### config.mk
export PLATFORM = sky130hd
export DESIGN_NAME = pspool_ram
export DESIGN_NICKNAME = d
export VERILOG_FILES = /design/src/design/pspool_ram.sv
export SDC_FILE = /design/constraint.sdc
export NUM_CORES = 1
export LEC_CHECK = 0
export ABC_AREA = 0
export BUFFER_PORTS_ARGS = -buffer_cell sky130_fd_sc_hd__buf_2
export CAP_MARGIN = 40
export CORE_ASPECT_RATIO = 2
export CORE_UTILIZATION = 40
export DETAILED_ROUTE_END_ITERATION = 10
export GPL_TIMING_DRIVEN = 1
export PLACE_DENSITY = 0.62
export SLEW_MARGIN = 20
export SYNTH_ARGS = -nofsm -noshare
export SYNTH_HDL_FRONTEND = slang
export SYNTH_SLANG_ARGS = --single-unit
### constraint.sdc
create_clock -name clk -period 5 [get_ports clk]
set_input_delay 1 -clock clk [delete_from_list [all_inputs] [get_ports clk]]
set_output_delay 1 -clock clk [all_outputs]
set_load 0.05 [all_outputs]
### src/design/pspool_ram.sv
// Generic simple dual-port RAM: one write port, one registered read port.
`default_nettype none
module pspool_ram #(
  parameter int WIDTH = 8,
  parameter int DEPTH = 16
) (
  input  wire logic                     clk,
  input  wire logic                     we,
  input  wire logic [$clog2(DEPTH)-1:0] waddr,
  input  wire logic [WIDTH-1:0]         wdata,
  input  wire logic [$clog2(DEPTH)-1:0] raddr,
  output logic      [WIDTH-1:0]         rdata
);

  logic [WIDTH-1:0] mem [DEPTH];

  always_ff @(posedge clk) begin
    if (we) begin
      mem[waddr] <= wdata;
    end
    rdata <= mem[raddr];
  end

endmodule
`default_nettype wire

# After elaboration in Yosys (flattened, before gate mapping)
# Memory sizes are Yosys's and may differ from the RTL's. A register that Yosys moved wholly into a read port is not among the register bits.
# Cells that the tools add are included.
# Widths: inputs -> output; s select.
# word_totals
output_inout_bits	8
word_cells	3
memories	1
inputBits	18
ramBits	128
ff_bits	0
# op_classes
n_mux	2
# mem_list
name	depth	width	read_ports	rd_ports_with_merged_regs	wr	line	source
mem	16	8	1	1	1	15	logic [WIDTH-1:0] mem [DEPTH];
# op_table
cell	n
$mux 1	2

# Depth between registers and ports, before layout
# logic_depth
ltp_word	2
depth_mapped	5
mapped_depth_nobuf	3

# Worst setup path before layout
# No wires, ideal clock.
# synth_timing
path_type	input to register
start	in waddr[2]
end	mem mem[0][0] (enable)
arrival_ns	2.110
required_time_ns	4.617
path_buffers	0
stages	2
path_slack_ns	2.507
setup_ns	0.383
cell_sequence	or3b_2 > nor3_1
# synth_lines
element	line	source
start, declared	9	input wire logic [$clog2(DEPTH)-1:0] waddr,
end, declared	15	
# No word-level cell before the write port.

==> results.py <==
metrics = {
    "outcome": {
        "outcome": "complete, no violations",
    },
    "setup_path": {
        "critPathTopFamily": "buffers and inverters",
        "crit_chain": "buf_2 -> buf_12 -> mux4_1 -> a22oi_1 -> nand2_1",
        "critPathBufInv": 2,
        "cp_data_arrival_time_ns": 2.62,
        "cp_data_required_time_ns": 5.28,
        "critical-path-max-stage-delay_ns": 0.58,
        "startpoint_type": "primary input",
        "setup.worst_path.end_class": "flop",
        "cp_slowest_cell": "mux4_1",
        "cp_max_fo": 19,
        "crit_type": "in -> reg",
    },
    "power_and_ir_drop": {
        "vdd_drop_max_mv": 0.250,
        "power.density_mw_per_mm2": 461,
        "leakage_uw": 0.00212,
    },
    "final_layout": {
        "drive_gt1_share_pct": 32.4,
        "syn_to_final_growth_pct": 20.8,
        "ff_latch_area_mm2": 0.00400,
        "multi_input_area_mm2": 0.00108,
        "nets": 298,
        "instances_no_fill": 443,
        "nFillCells": 1003,
        "diodes": 0,
    },
    "cts": {
        "htree_levels": 4,
        "clockBufferDepth": 2,
        "cts_buffers": 17,
        "cts_resized": 0,
        "cts-root-buf": "clkbuf_16",
        "postCtsHoldBufs": 0,
        "cts_tree": "yes",
        "clock_latency_ns": 0.41,
        "post-cts-setup-buffers": 0,
        "clk_pin_slew_worst_paths_ns": 0.06,
        "clock_sinks": 136,
    },
    "placed_design": {
        "io_buffers": 25,
        "dp.cells": 407,
        "gp_congestion": 0.701,
        "pre_cts_ws_ns": 2.19,
        "hpwl_um": 7110,
    },
    "yosys": {
        "yosys.area_share.simple_pct": 3.18,
        "synth_area_leaders": "edfxtp_1 (75%), mux4_2 (7.9%), mux4_1 (7.1%), dfxtp_1 (3.1%), a22oi_1 (2.3%)",
        "synth_cell_types": 19,
        "synth-compound-area-share_pct": 2.33,
        "yosysSeqAreaShare_pct": 77.8,
        "synth_top_family_by_area": "multiplexers",
        "syn_area_mm2": 0.00515,
        "syn-num-nets": 247,
        "synth_top_cell_by_area": "edfxtp_1",
        "ys_ff_latch": 136,
        "yosysWarnings": 0,
        "yosys-mux-area-fraction_pct": 15.0,
        "synth-adder-area-share_pct": 0,
        "postSynthCellCount": 229,
        "yosysTopAreaCellShare_pct": 74.7,
        "syn_avg_cell_area_um2": 22.5,
        "synth_xor_area_share_pct": 0,
    },
    "die": {
        "fp-row-count": 58,
        "dieArea_mm2": 0.0134,
        "start_util_pct": 41.0,
        "num_io_pins": 26,
        "die_h_um": 162,
        "coreArea_mm2": 0.0126,
        "die_x_um": 82.2,
    },
    "detailed_routing": {
        "num_vias": 2450,
        "drc": 0,
        "drt_iter0_drc": 182,
        "drt_wl_total_um": 10600,
        "wire_per_inst_um": 24.0,
        "vias_per_cell": 5.53,
        "drt-pass1-iter-count": 4,
        "route.antenna.remaining_nets": 0,
    },
    "timing": {
        "post-route-min-period_ns": 2.33,
        "finalSetupTns_ns": 0,
        "setup_ws_ns": 2.67,
        "max_freq_mhz": 429,
        "skew_ns": 0.00747,
        "rsz0062_at_grt": "false",
        "slew_headroom_pct": 45.6,
        "slew_viol_final": 0,
        "hold_violations": 0,
        "fin_crit_sh_pct": 46.7,
        "setup_viol": 0,
        "tightest_slew_ns": 0.816,
    },
    "global_routing": {
        "grt-ovfl-total": 0,
        "grt_pass1_vias": 2651,
        "antenna_found_initial": 0,
        "grt_pass1_wl_um": 16200,
        "grt_usage_pct": 18.4,
        "grt_max_degree": 33,
    },
    "flow_run": {
        "max_cap_violations": 0,
    },
    "min_path": {
        "hold_path_class": "reg -> reg",
    },
}
-- per-stage QoR --
step	hold WS (ns)	util, %	power [uW]	cell area, um^2
finish	0.663	49.5	2870	6220
floorplan	0.629	-	1400	5150
global placement	0.649	42.9	1440	5390
detailed placement	0.660	43.8	1450	5500
global route	0.697	49.5	2950	6220
CTS	0.668	49.3	2890	6190
-- final timing paths --
kind | start | endpoint | slack (ns) | cells past startpoint
min | mem[7][1] | rdata[1] | 0.66 | 3
max | raddr[0] | rdata[0] | 2.67 | 5
min reg2reg | mem[7][1] | rdata[1] | 0.66 | 3
max reg2reg | mem[1][0] | rdata[0] | 3.63 | 3
-- logic make-up (layout without fill, tap and decap cells) --
family,after synthesis,count (layout)
flops,136,136
simple gates,35,35
mux,32,32
compound gates,16,16
buf+inv,10,74
-- metal layers --
metal	vias up	global-route usage (%)	share of wire, %
met5	-	0	0
met4	0	8.37	1.8
met3	14	4.82	4.3
met2	80	32.0	58
met1	1280	20.3	36
li1	1076	-	-
-- state kept, by name, indices dropped and copies added, names as in the netlist --
| signal | cells |
|---|---|
| rdata | 8 |
| mem | 128 |
-- synth_stat cells --
| cell | count |
|---|---|
| mux4_2 | 18 |
| dfxtp_1 | 8 |
| mux4_1 | 14 |
| and2b_1 | 1 |
| nor2_1 | 13 |
| nand3b_1 | 2 |
| nand2b_1 | 2 |
| and2_1 | 1 |
| nand3_1 | 1 |
| a22oi_1 | 16 |
| nor2b_1 | 1 |
| or3b_2 | 1 |
| buf_6 | 3 |
| buf_2 | 3 |
| nand2_1 | 9 |
| buf_4 | 1 |
| nor3_1 | 4 |
| clkdlybuf4s25_2 | 3 |
| edfxtp_1 | 128 |
-- worst register-to-register path: cells and delay by family (launching register included) --
kind             cells  cell delay [ns]
multiplexers         1             0.52
flip-flops           1             0.37
AO/OA/AOI/OAI        1             0.25
AND/OR/NAND/NOR      1             0.11
-- layout make-up --
| class | count | area share [%] |
|---|---|---|
| flip-flops and latches | 136 | 64.4 |
| multi-input cells | 83 | 17.3 |
| clock buffers | 18 | 6.90 |
| repair buffers | 42 | 4.27 |
| clock inverters | 14 | 4.07 |
| well taps | 150 | 3.02 |
-- layout by cell type, fill, tap and decap left out, drive strengths merged --
cell and count:
a22oi 16, and2 1, and2b 1, buf 42, bufinv 7, clkbuf 18
clkinv 5, clkinvlp 2, dfxtp 8, edfxtp 128, mux4 32, nand2 9
nand2b 2, nand3 1, nand3b 2, nor2 13, nor2b 1, nor3 4
or3b 1
-- power by group --
| group | switching (uW) | total, uW | internal (uW) |
|---|---|---|---|
| clock | 459 | 1440 | 981 |
| combinational | 93.0 | 143 | 50.0 |
| sequential | 7.96 | 1280 | 1270 |
Power figures use the tool's default switching activity.
